<file path="config.mk">
export PLATFORM = sky130hd
export DESIGN_NAME = cau_front
export DESIGN_NICKNAME = d
export VERILOG_FILES = /design/src/rtl/core/cau_pkg.sv /design/src/rtl/core/cau_front.sv
export SDC_FILE = /design/constraint.sdc
export NUM_CORES = 2
export LEC_CHECK = 0
export BUFFER_PORTS_ARGS = -buffer_cell sky130_fd_sc_hd__buf_2
export CAP_MARGIN = 20
export CORE_MARGIN = 1.5
export CORE_UTILIZATION = 67
export CTS_BUF_LIST = sky130_fd_sc_hd__clkbuf_16
export DETAILED_ROUTE_END_ITERATION = 12
export PLACE_DENSITY = 0.86
export SYNTH_ARGS = -nofsm -noshare
export SYNTH_HDL_FRONTEND = slang
export SYNTH_SLANG_ARGS = --single-unit
</file>
<file path="constraint.sdc">
create_clock -name clock -period 10.4 [get_ports clock]
set_input_delay 1.56 -clock clock [delete_from_list [all_inputs] [get_ports clock]]
set_output_delay 1.56 -clock clock [all_outputs]
set_load 0.02 [all_outputs]
</file>
<file path="src/rtl/core/cau_pkg.sv">
// Shared types and constants for the complex arithmetic unit.
`default_nettype none
package cau_pkg;

   localparam int CMD_WIDTH = 2;

   typedef enum logic [CMD_WIDTH-1:0] {
      CMD_ADD = 2'd0,
      CMD_SUB = 2'd1,
      CMD_MUL = 2'd2,
      CMD_DIV = 2'd3
   } cmd_type;

   // Control that rides along the divider chain with each beat.
   typedef struct packed {
      logic valid;
      logic is_div;
      logic dz;
      logic big_re;
      logic big_im;
      logic neg_re;
      logic neg_im;
   } ctl_type;

endpackage
`default_nettype wire

</file>
<file path="src/rtl/core/cau_front.sv">
// Front end: operand products and sums, two register stages.
`default_nettype none
module cau_front #(
   parameter int DATA_WIDTH = 16
) (
   input  wire logic                          clock,
   input  wire logic                          reset,
   input  wire logic                          in_valid,
   input  wire cau_pkg::cmd_type              in_cmd,
   input  wire logic signed [DATA_WIDTH-1:0]  a_re,
   input  wire logic signed [DATA_WIDTH-1:0]  a_im,
   input  wire logic signed [DATA_WIDTH-1:0]  b_re,
   input  wire logic signed [DATA_WIDTH-1:0]  b_im,
   output logic                               out_valid,
   output cau_pkg::cmd_type                   out_cmd,
   output logic signed [2*DATA_WIDTH:0]       num_re,
   output logic signed [2*DATA_WIDTH:0]       num_im,
   output logic        [2*DATA_WIDTH-1:0]     den
);
   localparam int PW = 2 * DATA_WIDTH;
   localparam int MW = PW + 1;
   localparam int SW = DATA_WIDTH + 1;

   logic                 valid_a_ff, valid_b_ff;
   cau_pkg::cmd_type     cmd_a_ff, cmd_b_ff;
   logic signed [PW-1:0] p_rr_ff, p_ii_ff, p_ri_ff, p_ir_ff, sq_r_ff, sq_i_ff;
   logic signed [SW-1:0] s_re_ff, s_im_ff;
   logic signed [SW-1:0] s_re_in, s_im_in;
   logic signed [MW-1:0] num_re_ff, num_im_ff, num_re_in, num_im_in;
   logic        [PW-1:0] den_ff, den_in;

   function automatic logic cmd_type_is_add(input cau_pkg::cmd_type c);
      return c == cau_pkg::CMD_ADD;
   endfunction

   always_comb begin
      if (cmd_type_is_add(in_cmd)) begin
         s_re_in = SW'(a_re) + SW'(b_re);
         s_im_in = SW'(a_im) + SW'(b_im);
      end else begin
         s_re_in = SW'(a_re) - SW'(b_re);
         s_im_in = SW'(a_im) - SW'(b_im);
      end
   end

   always_ff @(posedge clock) begin
      if (reset) begin
         valid_a_ff <= 1'b0;
      end else begin
         valid_a_ff <= in_valid;
      end
      cmd_a_ff <= in_cmd;
      p_rr_ff  <= a_re * b_re;
      p_ii_ff  <= a_im * b_im;
      p_ri_ff  <= a_re * b_im;
      p_ir_ff  <= a_im * b_re;
      sq_r_ff  <= b_re * b_re;
      sq_i_ff  <= b_im * b_im;
      s_re_ff  <= s_re_in;
      s_im_ff  <= s_im_in;
   end

   always_comb begin
      case (cmd_a_ff)
         cau_pkg::CMD_ADD, cau_pkg::CMD_SUB: begin
            num_re_in = MW'(s_re_ff);
            num_im_in = MW'(s_im_ff);
         end
         cau_pkg::CMD_MUL: begin
            num_re_in = MW'(p_rr_ff) - MW'(p_ii_ff);
            num_im_in = MW'(p_ri_ff) + MW'(p_ir_ff);
         end
         default: begin
            num_re_in = MW'(p_rr_ff) + MW'(p_ii_ff);
            num_im_in = MW'(p_ir_ff) - MW'(p_ri_ff);
         end
      endcase
      // squares are nonnegative and their sum fits PW bits unsigned
      den_in = $unsigned(sq_r_ff) + $unsigned(sq_i_ff);
   end

   always_ff @(posedge clock) begin
      if (reset) begin
         valid_b_ff <= 1'b0;
      end else begin
         valid_b_ff <= valid_a_ff;
      end
      cmd_b_ff  <= cmd_a_ff;
      num_re_ff <= num_re_in;
      num_im_ff <= num_im_in;
      den_ff    <= den_in;
   end

   assign out_valid = valid_b_ff;
   assign out_cmd   = cmd_b_ff;
   assign num_re    = num_re_ff;
   assign num_im    = num_im_ff;
   assign den       = den_ff;

endmodule
`default_nettype wire

</file>
# Word-level counts from Yosys, hierarchy flattened
# Cells that the tools add are included.
[totals] regBits=330 latch_bits=0 mem_bits_rw=0 mem_bits_ro=0 input_bits=69 output_inout_bits=101 n_memories=0
[classes] addsub=9 mul=6 div=0 order_cmp=0 eq_ne=2 n_shift=0 mux=4 bitwise=0 reduce_logical=3
[op_table] op="16-bit by 16-bit multiplier with 32-bit output" count=6
[op_table] op="33-bit one-hot mux with 2 select lines" count=2
[op_table] op="32-bit by 32-bit adder with 33-bit output" count=2
[op_table] op="32-bit by 32-bit subtractor with 33-bit output" count=2
[op_table] op="16-bit by 16-bit adder with 17-bit output" count=2
[op_table] op="17-bit 2-to-1 mux" count=2
[op_table] op="16-bit by 16-bit subtractor with 17-bit output" count=2
[op_table] op="32-bit adder" count=1
[op_table] op="2-bit logical NOT" count=2
[op_table] op="2-bit by 1-bit equality test with 1-bit output, second input constant" count=1
[op_table] op="2-bit equality test, second input constant" count=1
[op_table] op="2-bit OR reduction" count=1

# Longest topological paths before layout
[depth] word_depth=3 ltp_mapped=28

# Worst setup path before layout
# No wires, ideal clock.
[synth_path] path_type="input-to-reg" start="input b_re[2]" end="register sq_r_ff[31]" setup_time_ns=0.072 arrival_ns=7.793 path_slack_ns=2.535 cell_stages=24 path_buffers=3 cell_sequence="clkbuf_1 -> clkbuf_1 -> clkbuf_1 -> nand2_1 -> fa_1 -> fa_1 -> fa_1 -> inv_1 -> fa_1 -> fa_1 -> inv_1 -> fa_1 -> inv_1 -> ha_1 -> and3_1 -> and3_1 -> and3_1 -> and3_1 -> o31a_1 -> o211ai_1 -> a21oi_1 -> or3_1 -> a21oi_1 -> xnor2_1"
[synth_via] elab_chain_len=1
[synth_rtl] element="from (decl)" line_no="cau_front.sv:12" rtl="input wire logic signed [DATA_WIDTH-1:0] b_re,"
[synth_rtl] element="16-bit by 16-bit multiplier with 32-bit output" line_no="cau_front.sv:57" rtl="sq_r_ff <= b_re * b_re;"
[synth_rtl] element="to (signal assigned)" line_no="cau_front.sv:57"
[synth_rtl] element="to (decl)" line_no="cau_front.sv:26" rtl="logic signed [PW-1:0] p_rr_ff, p_ii_ff, p_ri_ff, p_ir_ff, sq_r_ff, sq_i_ff;"
# No other way between the ends.
# A chain may end at the register's enable or synchronous reset.

# Final worst setup path
[layout_path] start="input b_im[1]" end="register sq_i_ff[31]"
[layout_via] elab_chain_len=1
[layout_rtl] element="from (decl)" line_no="cau_front.sv:13" rtl="input wire logic signed [DATA_WIDTH-1:0] b_im,"
[layout_rtl] element="16-bit by 16-bit multiplier with 32-bit output" line_no="cau_front.sv:58" rtl="sq_i_ff <= b_im * b_im;"
[layout_rtl] element="to (signal assigned)" line_no="cau_front.sv:58"
[layout_rtl] element="to (decl)" line_no="cau_front.sv:26"
# No other way between the ends.

==> results.py <==
metrics = {
    "drt": {
        "drc_errors": 48,
        "postRouteWirelength_um": 190000,
        "drt_first_iter_violations": 4872,
        "num_vias": 53300,
        "via_per_inst": 5.85,
        "wl_per_cell_um": 20.8,
        "final_antenna_net_count": 0,
        "drt_pass1_iterations": 12,
    },
    "clock_tree": {
        "cts_setup_buffers": 0,
        "root_buffer": "clkbuf_16",
        "clockBufferDepth": 3,
        "clk_pin_slew_ps": 60,
        "cts_tree": "built",
        "cts-resized-gates": 0,
        "cts_inserted_buffers": 40,
        "cts_hold_buf": 0,
        "cts.sinks": 328,
        "htree_levels": 2,
        "clk_latency_ps": 620,
    },
    "grt": {
        "grt_pass1_vias": 57500,
        "grt_max_degree": 47,
        "overflow": 0,
        "grt_pass1_wl_um": 307000,
        "grt_usage_pct": 36.5,
        "grt_antenna_before_repair": 17,
    },
    "cells_and_area": {
        "drive_gt1_share_pct": 4.68,
        "multiInputGateArea_sq_mm": 0.0568,
        "final_nets": 9914,
        "regArea_sq_mm": 0.00657,
        "nFillCells": 7507,
        "syn_to_final_growth_pct": 4.62,
    },
    "synth": {
        "synth_edf_count": 0,
        "yosysTopAreaCell": "fa_1",
        "ys_seq_elements": 328,
        "synthCells": 7720,
        "avgSynthCellArea_sq_um": 9.23,
        "post-synth-top-area-fraction_pct": 42.7,
        "synthFlopType": "dfxtp_1",
        "yosysWarnings": 0,
        "yosysSeqAreaShare_pct": 9.21,
        "syn_nets": 9950,
        "yosysUniqueCellTypes": 74,
        "async_reset_ff_share_pct": 0,
        "ys_top_cells_by_area": "fa_1 (43%), ha_1 (11%), inv_1 (9.5%), dfxtp_1 (9.2%), and2_1 (5.0%)",
        "synthMostInstantiatedCell": "inv_1",
        "synth_area_sq_mm": 0.0713,
        "synth_common_cells": "inv_1 (1802), fa_1 (1519), nand2_1 (726)",
    },
    "floorplanning": {
        "core_sq_mm": 0.105,
        "fp-row-count": 119,
        "start_util_pct": 67.6,
        "die_h_um": 329,
        "die_area_sq_mm": 0.108,
        "die_w_um": 329,
        "pin_count": 170,
    },
    "worst_setup_path": {
        "crit_path_max_incr_delay_ps": 740,
        "slowest_stage": "buf_2",
        "cp.arrival_ps": 8890,
        "cpMostUsedCell": "fa_1",
        "cp_top_family": "adder cells",
        "worst-path-buf-inv": 6,
        "critPathRequiredTime_ps": 10930,
        "end_kind": "register",
        "crit_fanout": 35,
        "crit_chain": "buf_2, clkinv_1, nor2_1, fa_1, inv_1, fa_1, fa_1, inv_1, fa_1, fa_1, inv_1, fa_1, inv_1, ha_1, a21o_1, a211o_1, a221o_1, a41oi_1, a21oi_1, a211o_1, a21oi_1, xnor2_1",
        "critPathKind": "in2reg",
        "cp-start-kind": "input port",
    },
    "worst_hold_path": {
        "min_path_type": "reg2reg",
    },
    "sta": {
        "skew_ps": 17.7,
        "post-route-min-period_ps": 8360,
        "tns_ps": 0,
        "relSlewSlack_pct": 25.6,
        "period_share_pct": 80.4,
        "rsz0062_at_grt": "no",
        "final_hold_viol_count": 0,
        "report.final.slew_viol_count": 0,
        "worst_pin_slew_ps": 1120,
        "setup_violations": 0,
        "clock.fmax_ghz": 0.120,
    },
    "outcome": {
        "status": "complete, but fails checks",
        "violations": "DRC",
    },
    "place": {
        "dp_hpwl_um": 150000,
        "port_buffers": 169,
        "globalplace.congestion": 0.990,
    },
    "flow_run": {
        "max_cap_viol_count": 0,
    },
}
-- flip-flops by register name, indices dropped and copies added (netlist names), 32 cells and up --
name,flops
p_ri_ff,32
num_re,33
p_ir_ff,32
p_rr_ff,32
num_im,33
p_ii_ff,32
den,32
-- cell usage in the layout, fill, tap and decap left out, drive strengths merged, types with 124 or more instances in the layout --
master  count
fa       1519
inv      1809
a21o      124
a21oi     258
nand2     727
dfxtp     328
buf       226
nor2      284
xor2      132
and2      569
ha        642
xnor2     297
-- worst paths after layout --
check	start	slack [ps]	end	depth (start not counted)
worst max register to register	p_ii_ff[3]	5410	num_re[31]	17
worst min-delay path	cmd_a_ff[0]	380	out_cmd[0]	0
worst max-delay path	b_im[1]	2040	sq_i_ff[31]	22
worst min register to register	cmd_a_ff[0]	380	out_cmd[0]	0
-- layer usage --
metal  up-vias  share of wire (%)  track usage, %
met5         -              0.059               0
met1     26300                 36            46.1
li1      23100                  -               -
met2      3114                 45            57.0
met3       745                 12            9.32
met4        16                7.1            21.5
-- layout make-up --
cell class,instances,share of cell area [%]
antenna,5,0.0168
clock buffer,41,1.38
clock inverter,30,0.504
inverter,1808,9.10
multi-input combinational,5280,76.1
sequential,328,8.81
tap,1391,2.33
timing repair buffer,226,1.71
-- cell families after synthesis --
family	count (synthesis)	synth area share (%)
AND/OR/NAND/NOR	1886	12.9
buffers and inverters	2112	11.1
adder cells (fa/ha/maj)	2161	53.9
AO/OA/AOI/OAI	777	7.10
flip-flops	328	9.21
multiplexers	27	0.420
XOR/XNOR	429	5.27
-- worst register-to-register path, stage by stage (launching register included) --
cell,delay (ps)
dfxtp_1,350
or4_4,570
nor4_4,180
nand2_1,140
or2_2,300
o21ai_0,240
xor2_1,130
ha_1,410
nand3_1,130
a2111oi_0,370
o31ai_1,230
a2111oi_2,450
nor3_1,130
o31ai_1,550
a31oi_1,180
o21ai_1,220
xor2_1,110
a21o_1,190
-- per-stage QoR --
stage / cells / hold WS (ps) / area (sq um) / utilization [%] / setup slack, ps
floorplan: 7720 / 329 / 71300 / - / 2540
finish: 9109 / 376 / 74500 / 70.7 / 2040
detailed placement: 9032 / 361 / 73100 / 69.4 / 1570
global placement: 9031 / 356 / 73100 / 69.4 / 1760
CTS: 9103 / 375 / 74500 / 70.7 / 2210
global route: 9104 / 390 / 74500 / 70.7 / 1760
Power is not shown: default switching activity piles up to over one toggle a cycle in this logic, so the estimate is an artifact.
