$ cat src/rtl/core/cau_pkg.sv
// Shared types and constants for the complex arithmetic unit.
`default_nettype none
package cau_pkg;

   localparam int CMD_WIDTH = 2;

   typedef enum logic [CMD_WIDTH-1:0] {
      CMD_ADD = 2'd0,
      CMD_SUB = 2'd1,
      CMD_MUL = 2'd2,
      CMD_DIV = 2'd3
   } cmd_type;

   // Control that rides along the divider chain with each beat.
   typedef struct packed {
      logic valid;
      logic is_div;
      logic dz;
      logic big_re;
      logic big_im;
      logic neg_re;
      logic neg_im;
   } ctl_type;

endpackage
`default_nettype wire

$ cat src/rtl/core/cau_div_cell.sv
// One restoring divider cell: resolves one quotient bit for both parts.
`default_nettype none
module cau_div_cell #(
   parameter int RW    = 41,
   parameter int DW    = 32,
   parameter int QB    = 17,
   parameter int EW    = 60,
   parameter int SHIFT = 0
) (
   input  wire logic              clock,
   input  wire logic              reset,
   input  wire cau_pkg::ctl_type  ctl_in,
   input  wire logic [RW-1:0]     rem_re_in,
   input  wire logic [RW-1:0]     rem_im_in,
   input  wire logic [DW-1:0]     den_in,
   input  wire logic [QB-1:0]     q_re_in,
   input  wire logic [QB-1:0]     q_im_in,
   output cau_pkg::ctl_type       ctl_out,
   output logic [RW-1:0]          rem_re_out,
   output logic [RW-1:0]          rem_im_out,
   output logic [DW-1:0]          den_out,
   output logic [QB-1:0]          q_re_out,
   output logic [QB-1:0]          q_im_out
);
   cau_pkg::ctl_type ctl_ff;
   logic [RW-1:0]    rem_re_ff, rem_im_ff, rem_re_in2, rem_im_in2;
   logic [DW-1:0]    den_ff;
   logic [QB-1:0]    q_re_ff, q_im_ff, q_re_in2, q_im_in2;
   logic [EW-1:0]    dsh, er, ei;
   logic             bit_re, bit_im;

   always_comb begin
      dsh    = EW'(den_in) << SHIFT;
      er     = EW'(rem_re_in);
      ei     = EW'(rem_im_in);
      bit_re = er >= dsh;
      bit_im = ei >= dsh;
      if (ctl_in.is_div) begin
         rem_re_in2 = bit_re ? RW'(er - dsh) : rem_re_in;
         rem_im_in2 = bit_im ? RW'(ei - dsh) : rem_im_in;
         q_re_in2   = {q_re_in[QB-2:0], bit_re};
         q_im_in2   = {q_im_in[QB-2:0], bit_im};
      end else begin
         // non-divide beats carry their clamped magnitude straight through
         rem_re_in2 = rem_re_in;
         rem_im_in2 = rem_im_in;
         q_re_in2   = q_re_in;
         q_im_in2   = q_im_in;
      end
   end

   always_ff @(posedge clock) begin
      if (reset) begin
         ctl_ff <= '0;
      end else begin
         ctl_ff <= ctl_in;
      end
      rem_re_ff <= rem_re_in2;
      rem_im_ff <= rem_im_in2;
      den_ff    <= den_in;
      q_re_ff   <= q_re_in2;
      q_im_ff   <= q_im_in2;
   end

   assign ctl_out    = ctl_ff;
   assign rem_re_out = rem_re_ff;
   assign rem_im_out = rem_im_ff;
   assign den_out    = den_ff;
   assign q_re_out   = q_re_ff;
   assign q_im_out   = q_im_ff;

endmodule
`default_nettype wire

$ cat config.mk
export PLATFORM = sky130hd
export DESIGN_NAME = cau_div_cell
export DESIGN_NICKNAME = d
export VERILOG_FILES = /design/src/rtl/core/cau_pkg.sv /design/src/rtl/core/cau_div_cell.sv
export SDC_FILE = /design/constraint.sdc
export NUM_CORES = 1
export LEC_CHECK = 0
export ABC_AREA = 1
export BUFFER_PORTS_ARGS = -buffer_cell sky130_fd_sc_hd__buf_4
export CAP_MARGIN = 30
export CORE_ASPECT_RATIO = 0.6
export CORE_MARGIN = 8
export CORE_UTILIZATION = 45
export CTS_BUF_LIST = sky130_fd_sc_hd__clkbuf_4 sky130_fd_sc_hd__clkbuf_8
export CTS_CLUSTER_SIZE = 20
export DETAILED_ROUTE_END_ITERATION = 12
export PLACE_DENSITY_LB_ADDON = 0.1
export SYNTH_ARGS = -nofsm -noshare
export SYNTH_HDL_FRONTEND = slang
export SYNTH_SLANG_ARGS = --single-unit
$ cat constraint.sdc
create_clock -name clock -period 2.35 [get_ports clock]
set_input_delay 0.1175 -clock clock [delete_from_list [all_inputs] [get_ports clock]]
set_output_delay 0.1175 -clock clock [all_outputs]
set_load 0.05 [all_outputs]
* Word level (Yosys, flattened, before mapping)
Cells that the tools add are included.
** Storage, ports and cells
- Input port bits :: 157
- Output and inout port bits :: 155
- Logic and storage cells :: 22
- Register bits after elaboration :: 155
** Operators by class
- Add/sub/neg operators :: 2
- Mux-type cells :: 6
- Order comparisons :: 2
** Operators with widths (number)
- 2-to-1 mux 41 bit :: 4
- greater-or-equal comparator 41 x 32 -> 1 bit :: 2
- subtractor 41 x 32 -> 41 bit :: 2
- 2-to-1 mux 17 bit :: 2

* Logic depth before layout (Yosys ltp)
Gate-level depths: netlist of the first run.
- Depth after elaboration :: 3
- Depth in mapped cells :: 17

* Worst setup path before layout of the first run
No wires, ideal clock.
- Path type :: input to register
- Start :: input rem_im_in[0]
- End :: register rem_im_ff[30] (netlist: rem_im_out[30])
- Slack :: 0.569 ns
- Required time :: 2.236 ns
- Data arrival time :: 1.667 ns
- Path buffers :: 0
- Stages on the path :: 15
- Cell sequence :: inv_1 ha_1 fa_1 inv_1 nand3_1 nand3_1 nand2_1 nand2_1 nand2_1 nand2_1 nand2_1 nand3_1 nand2_1 nor2_1 nor2_1
** On the way
- Word-level cells in the longest chain between the ends :: 3
- Elaborated cells on any way between the ends :: 4
- Those cells by class :: add/sub (1); order compare (1); mux (2)
** RTL lines
- from (decl) :: line cau_div_cell.sv:14 : input wire logic [RW-1:0] rem_im_in,
- subtractor 41 x 32 -> 41 bit / greater-or-equal comparator 41 x 32 -> 1 bit (equally long branches) :: line cau_div_cell.sv:40, cau_div_cell.sv:37
- 2-to-1 mux 41 bit (*) :: line cau_div_cell.sv:40 : rem_im_in2 = bit_im ? RW'(ei - dsh) : rem_im_in;
- 2-to-1 mux 41 bit (*) :: line cau_div_cell.sv:38 : if (ctl_in.is_div) begin
- via rem_im_in2[30] :: line cau_div_cell.sv:26 : logic [RW-1:0] rem_re_ff, rem_im_ff, rem_re_in2, rem_im_in2;
- to (signal assigned) :: line cau_div_cell.sv:59 : rem_im_ff <= rem_im_in2;
- to (decl) :: line cau_div_cell.sv:26
Mark *: on every way through the listed nets, which the timed path passes. The rest lies on a longest branch.
A chain may end at the register's enable or synchronous reset.

* Final worst setup path of the first run
- Start :: input den_in[4]
- End :: register rem_im_ff[6] (netlist: rem_im_out[6])
** On the way
- Word-level cells in the longest chain between the ends :: 3
- Elaborated cells on any way between the ends :: 4
- Those cells by class :: add/sub (1); order compare (1); mux (2)
** RTL lines
- from (decl) :: line cau_div_cell.sv:15 : input wire logic [DW-1:0] den_in,
- subtractor 41 x 32 -> 41 bit / greater-or-equal comparator 41 x 32 -> 1 bit (equally long branches) :: line cau_div_cell.sv:40, cau_div_cell.sv:37
- 2-to-1 mux 41 bit (*) :: line cau_div_cell.sv:40
- 2-to-1 mux 41 bit (*) :: line cau_div_cell.sv:38
- via rem_im_in2[6] :: line cau_div_cell.sv:26
Marked as above.

==> results.tsv, run 1 <==
metric	value	unit
status	finished with violations	
violated checks	negative setup slack	
RSZ-0062 raised after global routing	yes	
Peak Freq	422	MHz
sequential share of the synthesized area	27.6	%
Static Leak	9.42	nW
vias in the first global route	13354	
die span in y	139	um
critical path fanouts, max	34	
pwr dens	555	nW/um2
# setup viols final	2	
largest net degree at the start of global routing	49	
area grow syn2layout	50.6	%
Slew @ Worst Pin	0.524	ns
syn_nets	2150	
top cell type by total area after synthesis	dfxtp_1	
I/O Pins	312	
Residual DRC	0	
fillcell total	2042	
drt via density	5.09	
TritonCTS clock tree	yes	
clk slew on worst S/H paths	0.10	ns
synthesized area	11300	um2
most frequent cells in the layout	774 x nand2_1, 377 x inv_1, 368 x buf_4, 170 x dlygate4sd3_1, 155 x dfxtp_1	
fin crit share	101	%
final hold violations	0	
Final WS setup	-0.0224	ns
DRT Pass-1 Iters	8	
Max-Cap Viols	0	
gpl congestion	1.01	
Area after DPL	14400	um2
maximum vdd drop	0.601	mV
global route overflow	0	
Avg Cell Area, Syn	5.84	um2
Post-Syn Instances	1927	
Worst Path Class, Setup	primary input to flop	
most common cell after layout, fill and taps aside	nand2_1	
worst-case clock buffer depth	2	
Port Buffers	311	
synth unique cells	34	
detailed-route via count	14257	
WHS	0.120	ns
synth warn	0	
worst min path class	primary input to flop	
Final Max Tran Viols	0	
Worst Setup Start Kind	primary input	
slew margin rel.	64.8	%
critical path capture point type	flop	
synth top area cells	dfxtp_1 28%, nand2_1 26%, inv_1 13%	
post-layout minimum cycle time	2.37	ns
HPWL Detailed	40400	um
Initial Util	46.2	%
Die Area	30500	um2
initial antenna violation count	0	
Yosys top cell area share	27.6	%
final WL	53000	um
number of diodes	0	
post-route design area	17000	um2
Rows	44	
required time of the worst setup path	2.78	ns
area of the multi-input gates	6900	um2
DRT iter0 DRCs	2022	
Nets	2687	
first-pass GRT wire length	78100	um
H-tree Lvls	4	
pre-CTS WS	-0.180	ns
CTS Sinks	155	
CTS Root Buffer Type	clkbuf_8	
Die W	220	um
area of the core	24400	um2
layout cell share with drive strength beyond 1	22.2	%
Inserted Clock Buffers	17	
Tot GR Track Use	33.1	%
Reg area	3100	um2
average routed wire per standard cell	18.9	um
CP Data Arrival Time	2.80	ns
ANT nets after route	0	
post-synthesis register bit count	155	
-- per-stage QoR --
step,TNS (ns),util (%),total power [mW],cells
global route,-1.16,69.5,9.79,2799
detailed placement,-0.594,58.9,6.69,2594
finish,-0.0373,69.5,9.41,2799
CTS,0,67.6,9.17,2796
global placement,-0.584,58.9,6.67,2594
floorplan,0,-,5.35,1927
-- state kept, by name (all words and copies together) (netlist names) --
register / count
ctl_out: 7
den_out: 32
q_im_out: 17
q_re_out: 17
rem_im_out: 41
rem_re_out: 41
-- path summary, 6_finish.rpt --
kind                  start                     end  depth (start not counted)
setup / recovery  den_in[4]   rem_im_out[6]$_DFF_P_                         18
hold / removal    ctl_in[5]  rem_im_out[34]$_DFF_P_                          3
-- per-layer routing --
metal | track usage [%] | wire (um) | share of wire [%] | up-vias
li1 | - | - | - | 6870
met1 | 46.5 | 24000 | 45 | 6452
met2 | 46.6 | 21200 | 40 | 839
met3 | 10.9 | 6480 | 12 | 96
met4 | 10.5 | 1340 | 2.5 | 0
met5 | 0 | 0 | 0 | -
-- cells by family after synthesis --
kind of cell	after synthesis	share of synthesized area [%]
buf+inv	424	14.9
flops	155	27.6
fa+ha+maj	66	7.47
simple gates	1133	41.4
compound gates	116	6.11
xor+xnor	33	2.57
-- power by group --
| group | total [mW] | switching, mW | internal [mW] |
|---|---|---|---|
| Sequential | 2.99 | 0.100 | 2.89 |
| Combinational | 4.16 | 2.69 | 1.47 |
| Clock | 2.26 | 1.19 | 1.07 |
| Total | 9.41 | 3.98 | 5.42 |
-- cells in the mapped netlist --
library cell,instances
nand2_1,789
inv_1,382
dfxtp_1,155
nor2_1,154
nand3_1,98
ha_1,64
a21oi_1,43
o21ai_0,34
nand4_1,29
o21ai_2,26
xnor2_1,23
nand3b_1,19
nor2_2,17
inv_2,12
clkbuf_1,10
nor3_1,10
xor2_1,10
buf_6,9
o21ai_1,9
buf_4,5
buf_1,4
nand2_2,4
nand2_4,4
nand3_2,3
o21bai_1,3
fa_1,2
nor4_1,2
and2_1,1
and3_1,1
buf_2,1
clkinv_1,1
nor3_2,1
nor3b_2,1
o21a_1,1
-- critical path, stage by stage --
cell,delay (ns)
dlygate4sd3_1,0.54
buf_4,0.14
inv_1,0.18
ha_1,0.34
nand2_1,0.12
nand2_1,0.09
inv_1,0.06
nand2_1,0.09
nand2_1,0.11
nand3_2,0.11
nand3_2,0.08
nand2_2,0.06
nand2_1,0.10
nand2_4,0.08
nand2_4,0.11
buf_12,0.22
nand2_1,0.13
o21ai_2,0.09
-- final cells by class --
cell class / instances / area share [%]
Clock inverter: 15 / 1.11
Multi-Input combinational cell: 1348 / 40.7
Timing Repair Buffer: 547 / 27.4
Clock buffer: 17 / 1.38
Inverter: 395 / 8.79
Tap cell: 322 / 2.38
Sequential cell: 155 / 18.3
-- timing repair --
action | CTS | global route
resized for setup | 0 | 93
hold buffers | 170 | 0
setup buffers | 0 | 2
hold endpoints to repair | 155 | 0
endpoints found under the setup margin | 0 | 79
No activity file was read; power rests on OpenSTA's default activity.
==> run 2: changes to the inputs <==
--- a/config.mk
+++ b/config.mk
@@ -6,7 +6,7 @@
 export NUM_CORES = 1
 export LEC_CHECK = 0
 export ABC_AREA = 1
-export BUFFER_PORTS_ARGS = -buffer_cell sky130_fd_sc_hd__buf_4
+export BUFFER_PORTS_ARGS = -buffer_cell sky130_fd_sc_hd__buf_2
 export CAP_MARGIN = 30
 export CORE_ASPECT_RATIO = 0.6
 export CORE_MARGIN = 8
==> run 2 against run 1 <==
The run still ends with negative setup slack left. First-iteration DRC count shrank 8.2%. Flip-flop and latch count unchanged. Die area did not move. Routed wire length increased by 10%. Critical path depth down 2. Highest routed layer is now met5.
==> results.tsv, run 2 (same netlist as run 1, synthesis figures left out) <==
metric	value	unit	change
most common cell after layout, fill and taps aside	nand2_1		
Max-Cap Viols	0		unchanged
# setup viols final	6		+4
Worst Path Class, Setup	primary input to flop		
Reg area	3100	um2	unchanged
Net Sw Frac	43.2	%	+0.88 points
first-pass GRT wire length	82400	um	+5.5%
Inserted Clock Buffers	17		unchanged
average routed wire per standard cell	20.5	um	+8.2%
final WL	58300	um	+10%
Final Max Tran Viols	0		unchanged
HPWL Detailed	42100	um	+4.1%
area of the core	24400	um2	unchanged
Final WS setup	-0.0288	ns	-0.00633 ns
Worst Setup Start Kind	primary input		
vias in the first global route	13767		+3.1%
Area after DPL	13900	um2	-3.5%
ANT nets after route	0		unchanged
WHS	0.0541	ns	-0.0656 ns
global route overflow	0		unchanged
drt via density	5.24		+2.8%
Nets	2732		+1.7%
sequential power share	31.3	%	-0.5 points
Rows	44		unchanged
Port Buffers	311		unchanged
Slew @ Worst Pin	0.429	ns	-0.0954 ns
Initial Util	46.2	%	unchanged
required time of the worst setup path	2.76	ns	-0.02 ns
slew margin rel.	71.1	%	+6.3 points
fin crit share	101	%	+0.27 points
final non-filler cell total	2846		+1.7%
I/O Pins	312		unchanged
DRT Pass-1 Iters	7		-1
area of the multi-input gates	6950	um2	+0.71%
detailed-route via count	14899		+4.5%
most frequent cells in the layout	766 x nand2_1, 379 x inv_1, 310 x buf_2, 178 x dlygate4sd3_1, 155 x dfxtp_1		
post-route design area	16700	um2	-1.6%
fillcell total	2095		+2.6%
worst-case clock buffer depth	2		unchanged
CTS Root Buffer Type	clkbuf_8		
Die Area	30500	um2	unchanged
Int Pwr	5.41	mW	-0.19%
violated checks	negative setup slack		
RSZ-0062 raised after global routing	yes		
gpl congestion	0.982		-2.7%
Static Leak	9.42	nW	about the same
clk slew on worst S/H paths	0.10	ns	about the same
CTS Sinks	155		unchanged
critical path capture point type	flop		
DRT iter0 DRCs	1857		-8.2%
layout cell share with drive strength beyond 1	23.6	%	+1.4 points
Die W	220	um	unchanged
TritonCTS clock tree	yes		
largest net degree at the start of global routing	53		+8.2%
pwr dens	571	nW/um2	+3.0%
Final Util	68.4	%	-1.1 points
die span in y	139	um	unchanged
H-tree Lvls	4		unchanged
switching pwr	4.12	mW	+3.4%
status	finished with violations		
Tot GR Track Use	35.4	%	+2.3 points
Comb power frac	43.1	%	-1.1 points
Clock power frac	25.6	%	+1.5 points
area grow syn2layout	48.2	%	
Peak Freq	420	MHz	-0.27%
final hold violations	0		unchanged
initial antenna violation count	3		+3
worst min path class	primary input to flop		
Placed Instances	2628		+1.3%
CP Data Arrival Time	2.79	ns	about the same
post-layout minimum cycle time	2.38	ns	+0.00633 ns
critical path fanouts, max	18		-47%
Residual DRC	0		unchanged
maximum vdd drop	0.629	mV	+4.5%
run 2: changes by cell type in the layout (fill, tap and decap cells not counted), moves of 3 or more:
cell	delta
nor2_2	-3
ha_2	+5
nand2_2	+7
buf_4	-278
dlygate4sd3_1	+8
nand3_2	-4
buf_2	+310
nand2_1	-8
nand3_1	+3
ha_1	-5
run 2: area by class of cell:
class                   count  area share, %
multi-input cells        1348           41.6
repair buffers            592           25.7
flip-flops and latches    155           18.6
inverters                 395           8.91
well taps                 322           2.41
clock buffers              18           1.48
clock inverters            14           1.24
diodes                      2         0.0300
run 2: power groups by stage:
stage	sequential [mW]	clock (mW)	combinational, mW
after global routing	2.99	2.54	4.34
after floorplan	3.93	0	1.42
after global placement	3.02	0	3.49
final	2.98	2.44	4.11
after detailed placement	3.02	0	3.50
after CTS	2.97	2.41	3.77
run 2: routing by layer:
metal  up-vias  GRT usage [%]  share of wire (%)  routed length, um
met2      1114           49.9                 40              23200
li1       6961              -                  -                  -
met4         2           14.3                4.3               2480
met1      6639           48.7                 43              25100
met3       183           11.5                 13               7570
met5         -              0              0.022                 13
run 2: through the flow:
stage | setup slack (ns) | total power, mW | setup TNS (ns)
floorplan | 0.569 | 5.35 | 0
global placement | -0.176 | 6.51 | -6.19
detailed placement | -0.175 | 6.53 | -3.57
CTS | 0.00835 | 9.15 | 0
global route | -0.103 | 9.87 | -2.38
finish | -0.0288 | 9.53 | -0.0774
run 2: critical path, cell delays in order:
cell           delay, ns
dlygate4sd3_1       0.58
buf_2               0.23
inv_1               0.12
ha_1                0.32
nand2_1             0.13
nor2_2              0.17
nand3_1             0.13
nand3_4             0.14
nand3_2             0.07
nand2_2             0.09
nand2_1             0.08
nand2_4             0.12
nand2_8             0.11
buf_12              0.19
nor2_1              0.11
nor2_1              0.06
run 2: final timing paths:
kind                      start                      to  slack, ns  cells after the start
worst max-delay path  den_in[1]  rem_im_out[30]$_DFF_P_      -0.03                     16
worst min-delay path  den_in[0]   rem_re_out[0]$_DFF_P_       0.05                      3
run 2: repair_timing:
action                     CTS  global route
setup endpoints to repair    0            83
gates resized for setup      0           103
hold endpoints to repair   155             0
hold buffers               178             0
buffers inserted             0             2
==> run 3: changes to the inputs <==
--- a/config.mk
+++ b/config.mk
@@ -12,9 +12,12 @@
 export CORE_MARGIN = 8
 export CORE_UTILIZATION = 45
 export CTS_BUF_LIST = sky130_fd_sc_hd__clkbuf_4 sky130_fd_sc_hd__clkbuf_8
+export CTS_CLUSTER_DIAMETER = 40
 export CTS_CLUSTER_SIZE = 20
 export DETAILED_ROUTE_END_ITERATION = 12
 export PLACE_DENSITY_LB_ADDON = 0.1
+export SETUP_SLACK_MARGIN = 0.15
 export SYNTH_ARGS = -nofsm -noshare
 export SYNTH_HDL_FRONTEND = slang
 export SYNTH_SLANG_ARGS = --single-unit
+export TNS_END_PERCENT = 30
==> run 3 against run 2 <==
The run now ends clean. Cell count about the same. Critical path depth is 2 lower. Fmax grew 7.5%. Critical endpoint is now rem_re_out[30]$_DFF_P_. Flip-flop and latch count did not move. Sequential power barely moved.
==> results.tsv, run 3 (same netlist as run 1, synthesis figures left out) <==
metric	value	unit	change
slew margin rel.	66.9	%	-4.2 points
critical path fanouts, max	4		-14
Die W	220	um	unchanged
Die Area	30500	um2	unchanged
largest net degree at the start of global routing	53		unchanged
WHS	0.0561	ns	+0.00194 ns
final non-filler cell total	2844		-0.070%
Nets	2730		-0.073%
Total Neg Setup Slack	0	ns	+0.0774 ns
Worst Path Class, Setup	primary input to flop		
hold depth	3		unchanged
maximum vdd drop	0.533	mV	-15%
Static Leak	9.41	nW	about the same
crit-path cells	dlygate4sd3_1, buf_2, ha_1, nand2_1, inv_1, nand2_1, nor3_1, nand2_1, nand2_1, nand2_1, nand3_1, nand2_1, nor2_1, nor2_1		
Peak Freq	452	MHz	+7.5%
vias in the first global route	13766		-0.0073%
most frequent cells in the layout	774 x nand2_1, 381 x inv_1, 311 x buf_2, 178 x dlygate4sd3_1, 155 x dfxtp_1		
critical path capture point type	flop		
CTS Root Buffer Type	clkbuf_8		
Placed Instances	2628		unchanged
Net Sw Frac	43.3	%	+0.069 points
Port Buffers	311		unchanged
Inserted Clock Buffers	17		unchanged
final WL	58400	um	+0.22%
ANT nets after route	0		unchanged
Max-Cap Viols	0		unchanged
sequential power share	31.4	%	about the same
clk slew on worst S/H paths	0.11	ns	about the same
status	completed		
post-route design area	16500	um2	-0.83%
pwr dens	575	nW/um2	+0.58%
gpl congestion	0.982		unchanged
Initial Util	46.2	%	unchanged
layout cell share with drive strength beyond 1	22.3	%	-1.3 points
Final Max Tran Viols	0		unchanged
RSZ-0062 raised after global routing	yes		
HPWL Detailed	42100	um	unchanged
Worst Setup Start Kind	primary input		
Comb power frac	42.9	%	-0.2 points
final hold violations	0		unchanged
Slowest cell on crit path	dlygate4sd3_1		
# setup viols final	0		-6
CP bufs+invs	3		-1
area grow syn2layout	47.0	%	
DRT iter0 DRCs	1846		-0.59%
Crit path max-delay family	simple AND/OR/NAND/NOR gates		
average routed wire per standard cell	20.6	um	+0.29%
Rows	44		unchanged
post-layout minimum cycle time	2.21	ns	-0.166 ns
Int Pwr	5.39	mW	-0.38%
Residual DRC	0		unchanged
switching pwr	4.12	mW	about the same
worst min path class	primary input to flop		
most common cell after layout, fill and taps aside	nand2_1		
fin crit share	94.1	%	-7.1 points
global route overflow	0		unchanged
DRT Pass-1 Iters	8		+1
Clock power frac	25.8	%	+0.2 points
H-tree Lvls	4		unchanged
die span in y	139	um	unchanged
required time of the worst setup path	2.78	ns	+0.02 ns
first-pass GRT wire length	83100	um	+0.77%
Final Util	67.9	%	-0.57 points
drt via density	5.26		+0.43%
worst-case clock buffer depth	2		unchanged
CP Data Arrival Time	2.64	ns	-0.15 ns
Worst path max stage delay	0.53	ns	-0.05 ns
Min-Delay Startpoint	den_in[0]		
TritonCTS clock tree	yes		
detailed-route via count	14952		+0.36%
initial antenna violation count	2		-1
area of the core	24400	um2	unchanged
CTS Sinks	155		unchanged
hold endpoint	rem_re_out[0]$_DFF_P_		
Tot GR Track Use	35.6	%	+0.21 points
Slew @ Worst Pin	0.492	ns	+0.0629 ns
I/O Pins	312		unchanged
Area after DPL	13900	um2	unchanged
Top cell by count, worst path	nand2_1		
-- run 3: cell count changes in the layout (fill, tap and decap cells not counted), sizes merged --
cell,delta
clkbuf,-1
inv,+1
buf,-1
clkinvlp,-1
-- run 3: metrics by stage --
stage | worst slack, ns | power, mW
after global routing | 0.0502 | 9.85
after global placement | -0.176 | 6.51
after floorplan | 0.569 | 5.35
after CTS | 0.157 | 9.15
final | 0.138 | 9.51
after detailed placement | -0.175 | 6.53
-- run 3: final cells by class --
type,count,area [um2]
well taps,322,403
clock buffers,18,248
fillers,2114,7840
clock inverters,14,208
repair buffers,590,4240
diodes,2,5.00
multi-input cells,1348,6860
inverters,395,1480
flip-flops and latches,155,3100
-- run 3: how the worst max path moves through the flow --
stage          cells past startpoint  slack, ns     startpoint                      to
3_3_place_gp                      15      -0.18     den_in[24]  rem_re_out[10]$_DFF_P_
6_report                          14       0.14  rem_re_in[13]  rem_re_out[30]$_DFF_P_
4_1_cts                           13       0.16  rem_re_in[30]  rem_re_out[10]$_DFF_P_
5_1_grt                           17       0.05   rem_re_in[1]  rem_re_out[32]$_DFF_P_
3_5_place_dp                      16      -0.18   rem_im_in[0]  rem_im_out[30]$_DFF_P_
2_1_floorplan                     15       0.57   rem_im_in[0]  rem_im_out[30]$_DFF_P_
-- run 3: power by group through the flow --
stage          registers, mW  logic (mW)  clock network, mW
2_1_floorplan           3.93        1.42                  0
3_3_place_gp            3.02        3.49                  0
3_5_place_dp            3.02        3.50                  0
4_1_cts                 2.97        3.77               2.41
5_1_grt                 2.99        4.30               2.55
6_report                2.98        4.08               2.45
-- run 3: routing by layer --
| layer | wire length, um | global-route usage [%] | vias up |
|---|---|---|---|
| met4 | 2210 | 12.1 | 0 |
| li1 | - | - | 6957 |
| met5 | 0 | 0 | - |
| met2 | 23600 | 51.5 | 1085 |
| met1 | 25100 | 49.4 | 6739 |
| met3 | 7530 | 10.5 | 171 |
-- run 3: timing repair --
action	4_1_cts	5_1_grt
setup buffers	0	2
gates resized for setup	0	70
setup endpoints to repair	0	81
endpoints found under the hold margin	155	0
hold buffers	178	0
